$ cat config.mk
export PLATFORM = sky130hd
export DESIGN_NAME = block_transposition_cipher_core
export DESIGN_NICKNAME = d
export VERILOG_FILES = /design/src/rtl/btc_pkg.sv /design/src/rtl/btc_queue.sv /design/src/rtl/btc_front.sv /design/src/rtl/btc_back.sv /design/src/rtl/block_transposition_cipher_core.sv
export SDC_FILE = /design/constraint.sdc
export NUM_CORES = 1
export LEC_CHECK = 0
export BUFFER_PORTS_ARGS = -buffer_cell sky130_fd_sc_hd__buf_2
export CORE_MARGIN = 5
export CORE_UTILIZATION = 35
export CTS_CLUSTER_SIZE = 20
export DETAILED_ROUTE_END_ITERATION = 8
export HOLD_SLACK_MARGIN = 0.05
export MAX_ROUTING_LAYER = met4
export PLACE_DENSITY = 0.62
export SKIP_LAST_GASP = 1
export SLEW_MARGIN = 10
export SYNTH_ARGS = -nofsm -noshare
export SYNTH_HDL_FRONTEND = slang
export SYNTH_SLANG_ARGS = --single-unit
$ cat constraint.sdc
create_clock -name i_clk -period 11.25 [get_ports i_clk]
set_input_delay 1.125 -clock i_clk [delete_from_list [all_inputs] [get_ports i_clk]]
set_output_delay 1.125 -clock i_clk [all_outputs]
set_load 0.02 [all_outputs]
$ cat src/rtl/btc_pkg.sv
// ----------------------------------------------------------------------------
// btc_pkg: shared types and constants of the block transposition cipher
// Register indexes, reset values, descriptor types and the key check.
// ----------------------------------------------------------------------------
package btc_pkg;

    // block geometry
    localparam int MAX_KEY_LEN = 10;
    localparam int LEN_W       = 4;
    localparam int DIGIT_W     = 4;
    localparam int KEY_W       = MAX_KEY_LEN * DIGIT_W;
    localparam int BYTE_W      = 8;
    localparam int CFG_IDX_W   = 2;
    localparam int CFG_DATA_W  = KEY_W;

    // register indexes
    localparam logic [CFG_IDX_W-1:0] REG_KEY_LENGTH = 2'd0;
    localparam logic [CFG_IDX_W-1:0] REG_KEY_DIGITS = 2'd1;
    localparam logic [CFG_IDX_W-1:0] REG_PAD_CHAR   = 2'd2;

    // register reset values
    localparam logic [LEN_W-1:0]  RST_KEY_LENGTH = 4'd10;
    localparam logic [KEY_W-1:0]  RST_KEY_DIGITS = 40'h98_7654_3210;
    localparam logic [BYTE_W-1:0] RST_PAD_CHAR   = 8'd33;

    // one finished block (or one error word) handed from front to back
    typedef struct packed {
        logic             err;
        logic             last;
        logic             bank;
        logic [LEN_W-1:0] count;
    } t_desc;

    // back tells front that a bank may be refilled
    typedef struct packed {
        logic valid;
        logic bank;
    } t_release;

    // key must be a permutation of 0..len-1
    function automatic logic key_ok(input logic [LEN_W-1:0] len,
                                    input logic [KEY_W-1:0] dig);
        logic               ok;
        logic [DIGIT_W-1:0] a;
        ok = (len != '0) && (len <= LEN_W'(MAX_KEY_LEN));
        for (int i = 0; i < MAX_KEY_LEN; i++) begin
            a = dig[DIGIT_W*i +: DIGIT_W];
            if (LEN_W'(i) < len) begin
                if (a >= len) begin
                    ok = 1'b0;
                end
                for (int k = 0; k < i; k++) begin
                    if (dig[DIGIT_W*k +: DIGIT_W] == a) begin
                        ok = 1'b0;
                    end
                end
            end
        end
        return ok;
    endfunction

endpackage

$ cat src/rtl/btc_queue.sv
// ----------------------------------------------------------------------------
// btc_queue: two-entry descriptor queue
// Decouples the collecting front from the emitting back.
// ----------------------------------------------------------------------------
module btc_queue (
    input  logic          i_clk,
    input  logic          i_rst_n,
    input  logic          i_push,
    input  btc_pkg::t_desc i_desc,
    output logic          o_full,
    input  logic          i_pop,
    output logic          o_valid,
    output btc_pkg::t_desc o_desc
);

    btc_pkg::t_desc r_mem [2];
    logic           r_wp;
    logic           r_rp;
    logic [1:0]     r_cnt;

    // pointers and fill level
    always_ff @(posedge i_clk) begin
        if (!i_rst_n) begin
            r_wp  <= 1'b0;
            r_rp  <= 1'b0;
            r_cnt <= 2'd0;
        end else begin
            if (i_push) begin
                r_wp <= ~r_wp;
            end
            if (i_pop) begin
                r_rp <= ~r_rp;
            end
            r_cnt <= r_cnt + 2'(i_push) - 2'(i_pop);
        end
    end

    // entry storage
    always_ff @(posedge i_clk) begin
        if (i_push) begin
            r_mem[r_wp] <= i_desc;
        end
    end

    assign o_full  = (r_cnt == 2'd2);
    assign o_valid = (r_cnt != 2'd0);
    assign o_desc  = r_mem[r_rp];

`ifndef ASSERT_OFF
    a_no_push_full: assert property (@(posedge i_clk) disable iff (!i_rst_n)
        o_full |-> !i_push)
        else $error("push into full queue");
    a_no_pop_empty: assert property (@(posedge i_clk) disable iff (!i_rst_n)
        !o_valid |-> !i_pop)
        else $error("pop from empty queue");
    a_cnt_bound: assert property (@(posedge i_clk) disable iff (!i_rst_n)
        r_cnt != 2'd3)
        else $error("queue count out of range");
    a_ptr_match: assert property (@(posedge i_clk) disable iff (!i_rst_n)
        (r_cnt == 2'd0 || r_cnt == 2'd2) |-> (r_wp == r_rp))
        else $error("queue pointers disagree with count");
`endif

endmodule

$ cat src/rtl/btc_front.sv
// ----------------------------------------------------------------------------
// btc_front: input side of the transposition cipher
// Collects bytes into one of two block banks and queues finished blocks and key errors.
// ----------------------------------------------------------------------------
module btc_front (
    input  logic                             i_clk,
    input  logic                             i_rst_n,
    input  logic                             i_in_valid,
    output logic                             o_in_stall,
    input  logic [btc_pkg::BYTE_W-1:0]       i_data_byte,
    input  logic                             i_message_end,
    input  logic [btc_pkg::LEN_W-1:0]        i_key_length,
    input  logic                             i_key_ok,
    input  logic                             i_q_full,
    output logic                             o_push,
    output btc_pkg::t_desc                   o_desc,
    input  btc_pkg::t_release                i_release,
    input  logic                             i_rd_bank,
    input  logic [btc_pkg::LEN_W-1:0]        i_rd_idx,
    output logic [btc_pkg::BYTE_W-1:0]       o_rd_data
);

    logic [btc_pkg::BYTE_W-1:0] r_store [2][btc_pkg::MAX_KEY_LEN];
    logic [btc_pkg::LEN_W-1:0]  r_fill;
    logic                       r_wbank;
    logic [1:0]                 r_busy;

    logic                       accept;
    logic [btc_pkg::LEN_W-1:0]  eff_fill;
    logic [btc_pkg::LEN_W-1:0]  cnt;
    logic                       blk_done;
    logic [btc_pkg::LEN_W-1:0]  n_fill;
    logic [1:0]                 n_busy;

    // hold off while the queue is full or the fill bank is still being sent
    assign o_in_stall = i_q_full || (i_key_ok && r_busy[r_wbank]);
    assign accept     = i_in_valid && !o_in_stall;

    // a partial block no shorter than a shrunk key is dropped
    assign eff_fill = (r_fill >= i_key_length) ? '0 : r_fill;
    assign cnt      = eff_fill + 4'd1;
    assign blk_done = (cnt == i_key_length) || i_message_end;

    // queue descriptor, next fill count and bank ownership
    always_comb begin
        o_push       = accept && (!i_key_ok || blk_done);
        o_desc.err   = !i_key_ok;
        o_desc.last  = i_message_end;
        o_desc.bank  = r_wbank;
        o_desc.count = cnt;
        n_fill       = r_fill;
        if (accept) begin
            n_fill = (!i_key_ok || blk_done) ? '0 : cnt;
        end
        n_busy = r_busy;
        if (i_release.valid) begin
            n_busy[i_release.bank] = 1'b0;
        end
        if (o_push && i_key_ok) begin
            n_busy[r_wbank] = 1'b1;
        end
    end

    // fill count, bank select and bank ownership
    always_ff @(posedge i_clk) begin
        if (!i_rst_n) begin
            r_fill  <= '0;
            r_wbank <= 1'b0;
            r_busy  <= 2'b00;
        end else begin
            r_fill <= n_fill;
            r_busy <= n_busy;
            if (o_push && i_key_ok) begin
                r_wbank <= ~r_wbank;
            end
        end
    end

    // byte store
    always_ff @(posedge i_clk) begin
        if (accept && i_key_ok) begin
            r_store[r_wbank][eff_fill] <= i_data_byte;
        end
    end

    assign o_rd_data = r_store[i_rd_bank][i_rd_idx];

endmodule

$ cat src/rtl/btc_back.sv
// ----------------------------------------------------------------------------
// btc_back: output side of the transposition cipher
// Walks the key over a queued block and sends one word per cycle unless the output stalls.
// ----------------------------------------------------------------------------
module btc_back (
    input  logic                             i_clk,
    input  logic                             i_rst_n,
    input  logic [btc_pkg::LEN_W-1:0]        i_key_length,
    input  logic [btc_pkg::KEY_W-1:0]        i_key_digits,
    input  logic [btc_pkg::BYTE_W-1:0]       i_pad_char,
    input  logic                             i_q_valid,
    input  btc_pkg::t_desc                   i_q_desc,
    output logic                             o_pop,
    output btc_pkg::t_release                o_release,
    output logic                             o_rd_bank,
    output logic [btc_pkg::LEN_W-1:0]        o_rd_idx,
    input  logic [btc_pkg::BYTE_W-1:0]       i_rd_data,
    output logic                             o_out_valid,
    input  logic                             i_out_stall,
    output logic [btc_pkg::BYTE_W-1:0]       o_out_byte,
    output logic                             o_block_last,
    output logic                             o_message_last,
    output logic                             o_is_padding,
    output logic                             o_key_error
);

    logic                       r_active;
    btc_pkg::t_desc             r_desc;
    logic [btc_pkg::LEN_W-1:0]  r_pos;
    logic                       r_out_valid;
    logic [btc_pkg::BYTE_W-1:0] r_out_byte;
    logic                       r_block_last;
    logic                       r_message_last;
    logic                       r_is_padding;
    logic                       r_key_error;

    logic                       out_ready;
    logic                       fire;
    logic                       pos_end;
    logic                       blk_end;
    logic [btc_pkg::LEN_W-1:0]  src;
    logic                       pad;

    // output register frees up when empty or taken
    assign out_ready = !r_out_valid || !i_out_stall;
    assign fire      = r_active && out_ready;
    assign pos_end   = (r_pos == i_key_length - 4'd1);
    assign blk_end   = fire && (r_desc.err || pos_end);
    assign o_pop     = i_q_valid && (!r_active || blk_end);

    // source position from the key, pad beyond the real bytes
    assign src       = i_key_digits[{r_pos, 2'b00} +: btc_pkg::DIGIT_W];
    assign pad       = (src >= r_desc.count);
    assign o_rd_bank = r_desc.bank;
    assign o_rd_idx  = src;

    assign o_release.valid = blk_end && !r_desc.err;
    assign o_release.bank  = r_desc.bank;

    // block walker
    always_ff @(posedge i_clk) begin
        if (!i_rst_n) begin
            r_active <= 1'b0;
            r_pos    <= '0;
        end else begin
            if (o_pop) begin
                r_active <= 1'b1;
                r_pos    <= '0;
            end else if (blk_end) begin
                r_active <= 1'b0;
            end else if (fire) begin
                r_pos <= r_pos + 4'd1;
            end
        end
    end

    // descriptor of the block in flight
    always_ff @(posedge i_clk) begin
        if (o_pop) begin
            r_desc <= i_q_desc;
        end
    end

    // output word register
    always_ff @(posedge i_clk) begin
        if (!i_rst_n) begin
            r_out_valid <= 1'b0;
        end else if (fire) begin
            r_out_valid <= 1'b1;
        end else if (out_ready) begin
            r_out_valid <= 1'b0;
        end
    end

    always_ff @(posedge i_clk) begin
        if (fire) begin
            if (r_desc.err) begin
                r_out_byte     <= '0;
                r_block_last   <= 1'b0;
                r_message_last <= r_desc.last;
                r_is_padding   <= 1'b0;
                r_key_error    <= 1'b1;
            end else begin
                r_out_byte     <= pad ? i_pad_char : i_rd_data;
                r_block_last   <= pos_end;
                r_message_last <= pos_end && r_desc.last;
                r_is_padding   <= pad;
                r_key_error    <= 1'b0;
            end
        end
    end

    assign o_out_valid    = r_out_valid;
    assign o_out_byte     = r_out_byte;
    assign o_block_last   = r_block_last;
    assign o_message_last = r_message_last;
    assign o_is_padding   = r_is_padding;
    assign o_key_error    = r_key_error;

endmodule

$ cat src/rtl/block_transposition_cipher_core.sv
// The core takes one plaintext word per cycle unless it stalls and, for every
// full block or message end, sends key_length ciphertext words, one per cycle
// while the output is not stalled, permuted by the key; a final partial block
// is filled up with pad_char. An input that arrives while the key is not a
// permutation of 0..key_length-1 gives one error word and no block. Two block
// banks let the next block fill while the previous one drains; a bank is freed
// only at the edge that sends its last word. The back end sends one word per
// key position of a block (one word per error), and input stalls when
// both banks are waiting to be sent or the two-entry block queue is full.
// Short final blocks cost key_length output words for fewer input words.
// With the back end idle, the word that closes a block is pushed into the
// block queue, popped into the block walker and its first result is then
// registered in the output word register.
// ----------------------------------------------------------------------------
// block_transposition_cipher_core: top level of the transposition cipher
// Configuration registers, key check, front, block queue and back.
// ----------------------------------------------------------------------------
module block_transposition_cipher_core (
    input  logic                              i_clk,
    input  logic                              i_rst_n,
    input  logic                              i_cfg_we,
    input  logic [btc_pkg::CFG_IDX_W-1:0]     i_cfg_idx,
    input  logic [btc_pkg::CFG_DATA_W-1:0]    i_cfg_data,
    input  logic                              i_in_valid,
    output logic                              o_in_stall,
    input  logic [btc_pkg::BYTE_W-1:0]        i_data_byte,
    input  logic                              i_message_end,
    output logic                              o_out_valid,
    input  logic                              i_out_stall,
    output logic [btc_pkg::BYTE_W-1:0]        o_out_byte,
    output logic                              o_block_last,
    output logic                              o_message_last,
    output logic                              o_is_padding,
    output logic                              o_key_error
);

    logic [btc_pkg::LEN_W-1:0]  r_key_length;
    logic [btc_pkg::KEY_W-1:0]  r_key_digits;
    logic [btc_pkg::BYTE_W-1:0] r_pad_char;

    logic                       key_ok;
    logic                       q_full;
    logic                       q_push;
    logic                       q_pop;
    logic                       q_valid;
    btc_pkg::t_desc             push_desc;
    btc_pkg::t_desc             q_desc;
    btc_pkg::t_release          release_info;
    logic                       rd_bank;
    logic [btc_pkg::LEN_W-1:0]  rd_idx;
    logic [btc_pkg::BYTE_W-1:0] rd_data;

    // configuration registers
    always_ff @(posedge i_clk) begin
        if (!i_rst_n) begin
            r_key_length <= btc_pkg::RST_KEY_LENGTH;
            r_key_digits <= btc_pkg::RST_KEY_DIGITS;
            r_pad_char   <= btc_pkg::RST_PAD_CHAR;
        end else if (i_cfg_we) begin
            unique case (i_cfg_idx)
                btc_pkg::REG_KEY_LENGTH: r_key_length <= i_cfg_data[btc_pkg::LEN_W-1:0];
                btc_pkg::REG_KEY_DIGITS: r_key_digits <= i_cfg_data[btc_pkg::KEY_W-1:0];
                btc_pkg::REG_PAD_CHAR:   r_pad_char   <= i_cfg_data[btc_pkg::BYTE_W-1:0];
                default: ;
            endcase
        end
    end

    // key permutation check
    assign key_ok = btc_pkg::key_ok(r_key_length, r_key_digits);

    btc_front u_front (
        .i_clk         (i_clk),
        .i_rst_n       (i_rst_n),
        .i_in_valid    (i_in_valid),
        .o_in_stall    (o_in_stall),
        .i_data_byte   (i_data_byte),
        .i_message_end (i_message_end),
        .i_key_length  (r_key_length),
        .i_key_ok      (key_ok),
        .i_q_full      (q_full),
        .o_push        (q_push),
        .o_desc        (push_desc),
        .i_release     (release_info),
        .i_rd_bank     (rd_bank),
        .i_rd_idx      (rd_idx),
        .o_rd_data     (rd_data)
    );

    btc_queue u_queue (
        .i_clk   (i_clk),
        .i_rst_n (i_rst_n),
        .i_push  (q_push),
        .i_desc  (push_desc),
        .o_full  (q_full),
        .i_pop   (q_pop),
        .o_valid (q_valid),
        .o_desc  (q_desc)
    );

    btc_back u_back (
        .i_clk          (i_clk),
        .i_rst_n        (i_rst_n),
        .i_key_length   (r_key_length),
        .i_key_digits   (r_key_digits),
        .i_pad_char     (r_pad_char),
        .i_q_valid      (q_valid),
        .i_q_desc       (q_desc),
        .o_pop          (q_pop),
        .o_release      (release_info),
        .o_rd_bank      (rd_bank),
        .o_rd_idx       (rd_idx),
        .i_rd_data      (rd_data),
        .o_out_valid    (o_out_valid),
        .i_out_stall    (i_out_stall),
        .o_out_byte     (o_out_byte),
        .o_block_last   (o_block_last),
        .o_message_last (o_message_last),
        .o_is_padding   (o_is_padding),
        .o_key_error    (o_key_error)
    );

endmodule

==> reports/metrics.yaml, run 1 <==
run_status:
  outcome: "completed"
floorplan:
  die_h_um: 210
  die_w_um: 210
  rows: 73
  dieArea_sq_mm: 0.0443
  coreArea_sq_mm: 0.0397
  ioPinCount: 70
  start_util_pct: 35.4
synth:
  synth_top_area_share_pct: 41.2
  synth_edf_count: 193
  avgSynthCellArea_sq_um: 12.4
  ys_seq_elements: 262
  ys_async_sr_fraction_pct: 0
  synth_most_common_cell: "edfxtp_1"
  synth_area_leaders: "edfxtp_1 (41%), dfxtp_1 (9.8%), xnor2_1 (6.9%)"
  synth-seq-area-share_pct: 51.0
  yosysWarnings: 0
  ys_types: 55
  synth_common_cells: "edfxtp_1 (193), xnor2_1 (111), nand2_1 (106)"
  postSynthCellCount: 1132
  synth_ff_type: "edfxtp_1"
  syn_area_sq_mm: 0.0141
  synth.largest_area_cell: "edfxtp_1"
  synth_fp_nets: 1247
global_route:
  grt_pass1_vias: 9111
  grt_max_degree: 73
  grt_overflow: 0
  track_usage_pct: 16.6
  grtUsageMet2_pct: 27.2
  grt_pass1_wl_mm: 55.5
  antenna_found_initial: 1
  use_met3_pct: 2.60
  grtUsageMet1_pct: 21.3
  grt.busiest_layer: "met2"
routing:
  first_iter_violations: 723
  final_antenna_net_count: 0
  drc: 0
  routedWlPerCell_um: 21.1
  wirelength_mm: 36.1
  via_per_inst: 5.26
  num_vias: 8989
  firstDrtPassIters: 5
setup_path:
  cpMostUsedCell: "a21o_1"
  cp-end-kind: "output port"
  slowest_delay_ns: 0.76
  rr_worst_depth: 10
  arrival_ns: 4.05
  cp.required_ns: 10.13
  setup.worst_path.start_class: "flip-flop"
  cp_max_fo: 11
  cp_slowest_cell: "dfxtp_1"
  path_class: "reg2out"
  crit_chain: "inv_1 -> ha_1 -> nand2b_1 -> a21o_1 -> a21o_1 -> a2111oi_0 -> o21ai_1 -> nor4_4 -> nand2_1 -> o21ai_0 -> buf_2"
power:
  clock_power_share_pct: 39.1
  power.internal_mw: 1.90
  ir_worst_vdd_uv: 117
  cellPowerDensity_mw_per_mm2: 165
  p_leak_nw: 5.60
  share_seq_of_total_power_pct: 44.4
  comb_power_share_pct: 16.5
  swShare_pct: 26.7
  switching_power_mw: 0.692
timing:
  fmax_mhz: 193
  finalHoldViolCount: 0
  setup_tns_ns: 0
  setup_viol: 0
  rsz0062_at_grt: "no"
  max_slew_margin_pct: 15.3
  fin_crit_sh_pct: 46.0
  fin_skew_ns: 0.0193
  final_max_slew_viol_count: 0
  worstMarginPinSlew_ns: 1.27
  worst_slack_ns: 6.08
  period_minus_slack_ns: 5.17
worst_hold_path:
  hold_class: "reg2reg"
  holdPathStages: 1
job:
  cap_viol_max_count: 0
placement:
  place_hpwl_mm: 23.9
  port_buffers: 69
  pre_cts_ws_ns: 6.49
  routabilityCongestion: 0.856
  placed_cells: 1654
  dpl_cell_area_sq_mm: 0.0147
final_layout:
  layout.nets: 1275
  drive_gt1_share_pct: 14.9
  fin_area_sq_mm: 0.0157
  register_area_sq_mm: 0.00718
  syn_to_final_growth_pct: 11.5
  multi_input_area_sq_mm: 0.00625
  n_fill_cell: 3703
  final_cells: 1709
  post-route-util_pct: 39.5
clock_network:
  postCtsSetupRepairBufs: 0
  clock_path_buffers: 3
  cts.clk_slew.worst_paths_ns: 0.07
  cts_resized: 0
  htreeDepth: 1
  cts_tree: "yes"
  cts_made_buffers: 29
  clock_latency_ns: 0.59
  clock_sinks: 262
  holdBufCountCts: 0
  cts_root_buf: "clkbuf_16"
==> worst max-delay path: cells and delay by family, from the launching register on <==
family	cells	cell delay, ns
flops	1	0.76
compound gates	5	1.14
simple gates	3	0.91
buf+inv	2	0.35
fa+ha+maj	1	0.30
==> metal layers <==
layer,share of wire (%),vias up
li1,-,4197
met5,0,-
met3,5.4,67
met4,3.0,0
met2,49,262
met1,43,4463
==> path summary, 6_finish.rpt <==
kind                                  startpoint                     end  slack (ns)
worst max-delay path            r_key_digits[12]              o_in_stall        6.08
worst min-delay path             u_back.r_active      u_back.o_out_valid        0.48
worst max register to register  r_key_digits[12]  u_front.r_store[0][41]        6.41
worst min register to register   u_back.r_active      u_back.o_out_valid        0.48
==> cells in the final DEF, fill, tap and decap left out, drive strengths merged, types with 14 or more instances in the layout <==
cell type / instances
clkbuf: 32
mux2i: 20
edfxtp: 193
inv: 44
xor2: 88
nor3: 14
a22oi: 16
a21oi: 17
a21boi: 26
xnor2: 111
ha: 59
o21ai: 27
nor2b: 18
buf: 79
nor4: 26
nand3: 19
dfxtp: 69
nand2: 107
nor2: 26
nand4: 28
mux4: 48
==> metrics by stage <==
stage	hold slack, ns	total power, mW
2_1_floorplan	0.443	1.48
3_3_place_gp	0.455	1.60
3_5_place_dp	0.470	1.61
4_1_cts	0.484	2.62
5_1_grt	0.510	2.71
6_report	0.482	2.60
==> cell families (layout without fill, tap and decap cells) <==
| family | Yosys count | count (layout) | share of synthesized area, % |
|---|---|---|---|
| and+or+nand+nor | 276 | 276 | 10.0 |
| muxes | 75 | 75 | 10.0 |
| other | 0 | 1 | 0 |
| xor gates and xnor gates | 199 | 199 | 12.4 |
| adders and majority gates | 59 | 59 | 5.25 |
| DFF | 262 | 262 | 51.0 |
| AOI/OAI and AO/OA | 137 | 137 | 6.73 |
| buffers and inverters | 124 | 175 | 4.57 |
==> power groups by stage <==
| stage | sequential [mW] | combinational (mW) | clock, mW |
|---|---|---|---|
| 2_1_floorplan | 1.14 | 0.346 | 0 |
| 3_3_place_gp | 1.17 | 0.428 | 0 |
| 3_5_place_dp | 1.17 | 0.433 | 0 |
| 4_1_cts | 1.15 | 0.435 | 1.03 |
| 5_1_grt | 1.16 | 0.473 | 1.08 |
| 6_report | 1.15 | 0.428 | 1.02 |
==> state kept, by name (all words and copies together) (netlist names), 6 cells and up <==
signal             cells
r_key_digits          40
u_back.o_out_byte      8
u_back.r_desc          6
u_front.r_store      160
r_pad_char             8
u_queue.r_mem         14
==> area by class of cell <==
class	instances	share of cell area (%)
Antenna cell	1	0.0159
Clock buffer	32	4.70
Clock inverter	22	1.81
Inverter	42	1.00
Multi-Input combinational cell	746	39.9
Sequential cell	262	45.7
Tap cell	525	4.19
Timing Repair Buffer	79	2.68
(Power assumes the default switching activity.)
==> run 2: changes to the inputs <==
--- a/config.mk
+++ b/config.mk
@@ -12,7 +12,7 @@
 export DETAILED_ROUTE_END_ITERATION = 8
 export HOLD_SLACK_MARGIN = 0.05
 export MAX_ROUTING_LAYER = met4
-export PLACE_DENSITY = 0.62
+export PLACE_DENSITY = 0.64
 export SKIP_LAST_GASP = 1
 export SLEW_MARGIN = 10
 export SYNTH_ARGS = -nofsm -noshare
==> constraint.sdc (replaced) <==
create_clock -name i_clk -period 4.6 [get_ports i_clk]
set_input_delay 0.46 -clock i_clk [delete_from_list [all_inputs] [get_ports i_clk]]
set_output_delay 0.46 -clock i_clk [all_outputs]
set_load 0.02 [all_outputs]
==> run 2 against run 1 <==
  * Register-to-register slack got worse by 6.0 ns
  * Final cell count rose by 3.6%
  * Flip-flop and latch count unchanged
  * Critical path type unchanged
  * Critical endpoint unchanged
==> reports/metrics.yaml, run 2 (synthesis gave the netlist of run 1 again) <==
run_status:
  outcome: "completed"
placement:
  routabilityCongestion: 0.912  # +6.5%
  dpl_cell_area_sq_mm: 0.0151  # +3.1%
  pre_cts_ws_ns: 0.453  # -6.04 ns
  placed_cells: 1714  # +3.6%
  port_buffers: 69  # unchanged
  place_hpwl_mm: 25.9  # +8.2%
floorplan:
  dieArea_sq_mm: 0.0443  # unchanged
  start_util_pct: 35.4  # unchanged
  die_w_um: 210  # unchanged
  ioPinCount: 70  # unchanged
  rows: 73  # unchanged
  coreArea_sq_mm: 0.0397  # unchanged
  die_h_um: 210  # unchanged
job:
  cap_viol_max_count: 0  # unchanged
global_route:
  grtUsageMet1_pct: 21.6  # +0.37 points
  grt_pass1_vias: 9352  # +2.6%
  grt_max_degree: 47  # -36%
  grt_overflow: 0  # unchanged
  antenna_found_initial: 2  # +1
  grt.busiest_layer: "met2"
  grt_pass1_wl_mm: 56.8  # +2.3%
  use_met3_pct: 2.90  # +0.30 points
  track_usage_pct: 17.0  # +0.40 points
  grtUsageMet2_pct: 27.9  # +0.75 points
final_layout:
  syn_to_final_growth_pct: 14.5
  layout.nets: 1336  # +4.8%
  largest_reg_flops: 160  # unchanged
  layout_common_cells: "edfxtp_1 (193), xnor2_1 (111), nand2_1 (106)"
  post-route-util_pct: 40.5  # +1.1 points
  layout_commonest_cell: "edfxtp_1"
  drive_gt1_share_pct: 19.1  # +4.3 points
  fin_area_sq_mm: 0.0161  # +2.7%
  largest_register: "u_front.r_store"
  reg.largest.list: "u_front.r_store (160), r_key_digits (40), u_queue.r_mem (14)"
  final_cells: 1771  # +3.6%
setup_path:
  slowest_delay_ns: 0.78  # +0.02 ns
  crit_family: "simple AND/OR/NAND/NOR gates"
  cp_max_fo: 11  # unchanged
  cpMostUsedCell: "nor4_1"
  path_class: "reg2out"
  cp.required_ns: 4.14  # -5.99 ns
  crit_chain: "buf_4 -> xor2_1 -> nor4_1 -> nor4_1 -> a31oi_1 -> nor2_1 -> nand2_1 -> o21ai_0 -> buf_2"
  setup.worst_path.start_class: "flip-flop"
  timing.reg2reg.setup_slack_ns: 0.45  # -5.96 ns
  cp_slowest_cell: "dfxtp_1"
  arrival_ns: 3.75  # -0.30 ns
  crit_buf_inv: 2  # unchanged
  cp-end-kind: "output port"
clock_network:
  clock_latency_ns: 0.58  # about the same
  clock_sinks: 262  # unchanged
  cts_tree: "yes"
  htreeDepth: 1  # unchanged
  cts_root_buf: "clkbuf_16"
  holdBufCountCts: 0  # unchanged
  cts_made_buffers: 29  # unchanged
  clock_path_buffers: 3  # unchanged
  cts.clk_slew.worst_paths_ns: 0.07  # about the same
routing:
  routedWlPerCell_um: 20.9  # -0.97%
  wirelength_mm: 37.1  # +2.6%
  first_iter_violations: 644  # -11%
  via_per_inst: 5.31  # +0.95%
  num_vias: 9404  # +4.6%
  final_antenna_net_count: 0  # unchanged
  drc: 0  # unchanged
  firstDrtPassIters: 7  # +2
timing:
  worstMarginPinSlew_ns: 1.12  # -0.144 ns
  fmax_mhz: 238
  rsz0062_at_grt: "no"
  fin_skew_ns: 0.0227  # +0.00346 ns
  worst_slack_ns: 0.394  # -5.68 ns
  setup_viol: 0  # unchanged
  finalHoldViolCount: 0  # unchanged
  max_slew_margin_pct: 25.0  # +9.6 points
  fin_crit_sh_pct: 91.4
  setup_tns_ns: 0  # unchanged
  period_minus_slack_ns: 4.21
  final_max_slew_viol_count: 0  # unchanged
worst_hold_path:
  hold_class: "in2reg"
power:
  ir_worst_vdd_uv: 303  # +160%
  cellPowerDensity_mw_per_mm2: 389  # +140%
  p_leak_nw: 5.89  # +5.1%
==> run 2: through the flow <==
step | power, mW | hold WS (ns)
floorplan | 3.63 | 0.443
global placement | 3.93 | 0.457
detailed placement | 3.95 | 0.477
CTS | 6.32 | 0.0683
global route | 6.53 | 0.0773
finish | 6.27 | 0.0848
==> run 2: power breakdown <==
group / leakage, nW / internal (mW) / switching (mW)
Combinational: 3.11 / 0.512 / 0.628
Clock: 0.476 / 1.35 / 1.03
Sequential: 2.30 / 2.67 / 0.0919
==> run 2: what timing repair did <==
item / in CTS / in global routing
setup buffers: 0 / 1
resized for setup: 0 / 1
setup endpoints to repair: 0 / 1
==> run 2: layout make-up <==
class,instances,area (sq um)
Clock buffer,29,726
Timing Repair Buffer,140,878
Clock inverter,25,251
Multi-Input combinational cell,746,6250
Sequential cell,262,7180
Antenna cell,2,5.00
Inverter,42,158
Tap cell,525,657
Fill cell,3691,23600
==> run 2: worst paths after layout <==
| kind | from | endpoint | cells after the start |
|---|---|---|---|
| max | r_key_digits[23] | o_in_stall | 9 |
| min | i_cfg_data[9] | r_key_digits[9] | 3 |
| max reg2reg | r_key_length[2] | u_queue.r_mem[1][6] | 15 |
| min reg2reg | u_queue.r_wp | u_queue.r_wp | 2 |
==> run 2: worst register-to-register path, delay by kind of cell, from the launching register on <==
kind / cells / cell delay [ns]
simple gates: 3 / 0.85
buf+inv: 3 / 0.44
flops: 1 / 0.50
fa+ha+maj: 2 / 0.52
compound gates: 5 / 1.17
xor+xnor: 2 / 0.33
==> run 2: routing by layer <==
metal,share of wire [%],vias up
met3,6.9,81
met5,0,-
li1,-,4320
met1,42,4670
met2,48,333
met4,3.0,0
==> run 3: changes to the inputs <==
--- a/config.mk
+++ b/config.mk
@@ -6,8 +6,9 @@
 export NUM_CORES = 1
 export LEC_CHECK = 0
 export BUFFER_PORTS_ARGS = -buffer_cell sky130_fd_sc_hd__buf_2
-export CORE_MARGIN = 5
+export CORE_MARGIN = 3
 export CORE_UTILIZATION = 35
+export CTS_BUF_LIST = sky130_fd_sc_hd__clkbuf_8
 export CTS_CLUSTER_SIZE = 20
 export DETAILED_ROUTE_END_ITERATION = 8
 export HOLD_SLACK_MARGIN = 0.05
==> run 3 against run 2 <==
  * Combinational power barely moved
  * Clock skew rose by 0.012 ns
  * Register-to-register slack barely moved
  * Sequential share of layout area rose by 0.38 points
  * Core utilization rose by 0.21 points
  * Critical path depth rose by 3
  * Fmax fell by 2.2%
  * Non-clock buffer count fell by 2
  * Setup slack got worse by 0.097 ns
  * Die area fell by 3.8%
==> reports/metrics.yaml, run 3 (synthesis gave the netlist of run 1 again) <==
run_status:
  outcome: "completed"
setup_path:
  arrival_ns: 3.84  # +0.09 ns
  cp.required_ns: 4.14  # about the same
  slowest_delay_ns: 0.75  # -0.03 ns
  crit_chain: "inv_1 -> ha_1 -> nand2b_1 -> a21o_1 -> a21o_1 -> a2111oi_0 -> o21ai_1 -> nor4_4 -> buf_4 -> nand2_1 -> o21ai_0 -> buf_2"
  cp_slowest_cell: "dfxtp_1"
  path_class: "reg2out"
  cp_max_fo: 11  # unchanged
  setup.worst_path.start_class: "flip-flop"
  cp-end-kind: "output port"
  cpMostUsedCell: "a21o_1"
clock_network:
  clock_latency_ns: 0.59  # about the same
  postCtsSetupRepairBufs: 0  # unchanged
  cts_tree: "yes"
  clock_path_buffers: 3  # unchanged
  cts.clk_slew.worst_paths_ns: 0.06  # about the same
  cts_root_buf: "clkbuf_8"
  htreeDepth: 2  # +1
  holdBufCountCts: 0  # unchanged
  clock_sinks: 262  # unchanged
  cts_made_buffers: 43  # +48%
routing:
  firstDrtPassIters: 5  # -2
  final_antenna_net_count: 0  # unchanged
  drc: 0  # unchanged
  first_iter_violations: 624  # -3.1%
  wirelength_mm: 37.1  # +0.13%
  routedWlPerCell_um: 20.8  # -0.65%
  num_vias: 9388  # -0.17%
  via_per_inst: 5.26  # -0.95%
final_layout:
  layout.nets: 1348  # +0.90%
  layout_common_cells: "edfxtp_1 (193), xnor2_1 (111), nand2_1 (106)"
  post-route-util_pct: 40.7  # +0.21 points
  antennaDiodeCount: 0  # -2
  register_area_sq_mm: 0.00718  # about the same
  largest_reg_flops: 160  # unchanged
  syn_to_final_growth_pct: 13.5
  layout_commonest_cell: "edfxtp_1"
  multi_input_area_sq_mm: 0.00626  # about the same
  reg.largest.list: "u_front.r_store (160), r_key_digits (40), u_queue.r_mem (14)"
  n_fill_cell: 3657  # -0.92%
  drive_gt1_share_pct: 20.0  # +0.92 points
  fin_area_sq_mm: 0.0160  # -0.87%
  largest_register: "u_front.r_store"
timing:
  max_slew_margin_pct: 26.3  # +1.4 points
  finalHoldViolCount: 0  # unchanged
  setup_viol: 0  # unchanged
  worstMarginPinSlew_ns: 1.10  # -0.0205 ns
  final_max_slew_viol_count: 0  # unchanged
  setup_tns_ns: 0  # unchanged
  period_minus_slack_ns: 4.30  # +0.0965 ns
  fmax_mhz: 232  # -2.2%
  fin_crit_sh_pct: 93.5  # +2.1 points
  rsz0062_at_grt: "no"
  fin_skew_ns: 0.0347  # +0.0120 ns
placement:
  place_hpwl_mm: 25.8  # -0.52%
  port_buffers: 69  # unchanged
  dpl_cell_area_sq_mm: 0.0151  # about the same
  routabilityCongestion: 0.884  # -3.0%
global_route:
  grt_pass1_vias: 9406  # +0.58%
  grt_pass1_wl_mm: 56.8  # about the same
  track_usage_pct: 18.0  # +1.0 points
  grt_overflow: 0  # unchanged
  antenna_found_initial: 0  # -2
  grt_max_degree: 46  # -2.1%
floorplan:
  rows: 72  # -1.4%
  die_h_um: 206  # -1.9%
  start_util_pct: 35.9  # +0.49 points
  die_w_um: 206  # -1.9%
  coreArea_sq_mm: 0.0392  # -1.4%
  ioPinCount: 70  # unchanged
  dieArea_sq_mm: 0.0426  # -3.8%
power:
  ir_worst_vdd_uv: 202  # -33%
  power.total_mw: 5.96  # -5.0%
  cellPowerDensity_mw_per_mm2: 373  # -4.2%
  p_leak_nw: 5.86  # -0.41%
worst_hold_path:
  hold_class: "in2reg"
job:
  cap_viol_max_count: 0  # unchanged
==> run 3: final timing paths <==
kind | start | to | slack [ns] | cells after the start
worst max register to register | r_key_length[2] | u_queue.r_cnt[1] | 0.46 | 17
worst min register to register | u_queue.r_wp | u_queue.r_wp | 0.47 | 2
worst max-delay path | r_key_digits[12] | o_in_stall | 0.30 | 12
worst min-delay path | i_cfg_data[18] | r_key_digits[18] | 0.08 | 3
==> run 3: per-stage QoR <==
| stage | setup slack, ns | cells | hold WS, ns |
|---|---|---|---|
| 6_report | 0.298 | 1785 | 0.0805 |
| 5_1_grt | 0.0272 | 1785 | 0.0694 |
| 4_1_cts | 0.201 | 1785 | 0.0539 |
| 3_5_place_dp | 0.489 | 1706 | 0.470 |
| 3_3_place_gp | 0.657 | 1706 | 0.456 |
| 2_1_floorplan | 0.844 | 1132 | 0.443 |
==> run 3: worst max-delay path, delay by kind of cell (launching register included) <==
| family | cells | cell delay [ns] |
|---|---|---|
| and+or+nand+nor | 3 | 0.57 |
| AOI/OAI and AO/OA | 5 | 1.10 |
| buffers and inverters | 3 | 0.55 |
| adders and majority gates | 1 | 0.29 |
| DFF | 1 | 0.75 |
==> run 3: power breakdown <==
group          leakage (nW)  internal (mW)  total (mW)  switching (mW)
combinational          3.10          0.510        1.14           0.626
clock                 0.461           1.07        2.05           0.973
sequential             2.30           2.67        2.78           0.106
==> run 3: cell type report <==
type | instances | share of cell area [%]
tap | 518 | 4.06
multi-input combinational | 746 | 39.2
timing repair buffer | 138 | 5.41
sequential | 262 | 44.9
clock inverter | 32 | 1.36
clock buffer | 47 | 4.05
inverter | 42 | 0.987
==> run 3: layer usage <==
layer	GRT usage, %	vias up	wire length (um)
met3	3.56	73	2230
met1	23.9	4670	16700
met5	-	-	0
met2	27.6	293	17100
li1	-	4352	-
met4	6.45	0	1120
==> run 3: repair_timing <==
item	in CTS	in global routing
resized for setup	0	1
hold endpoints to repair	0	0
setup endpoints to repair	0	3
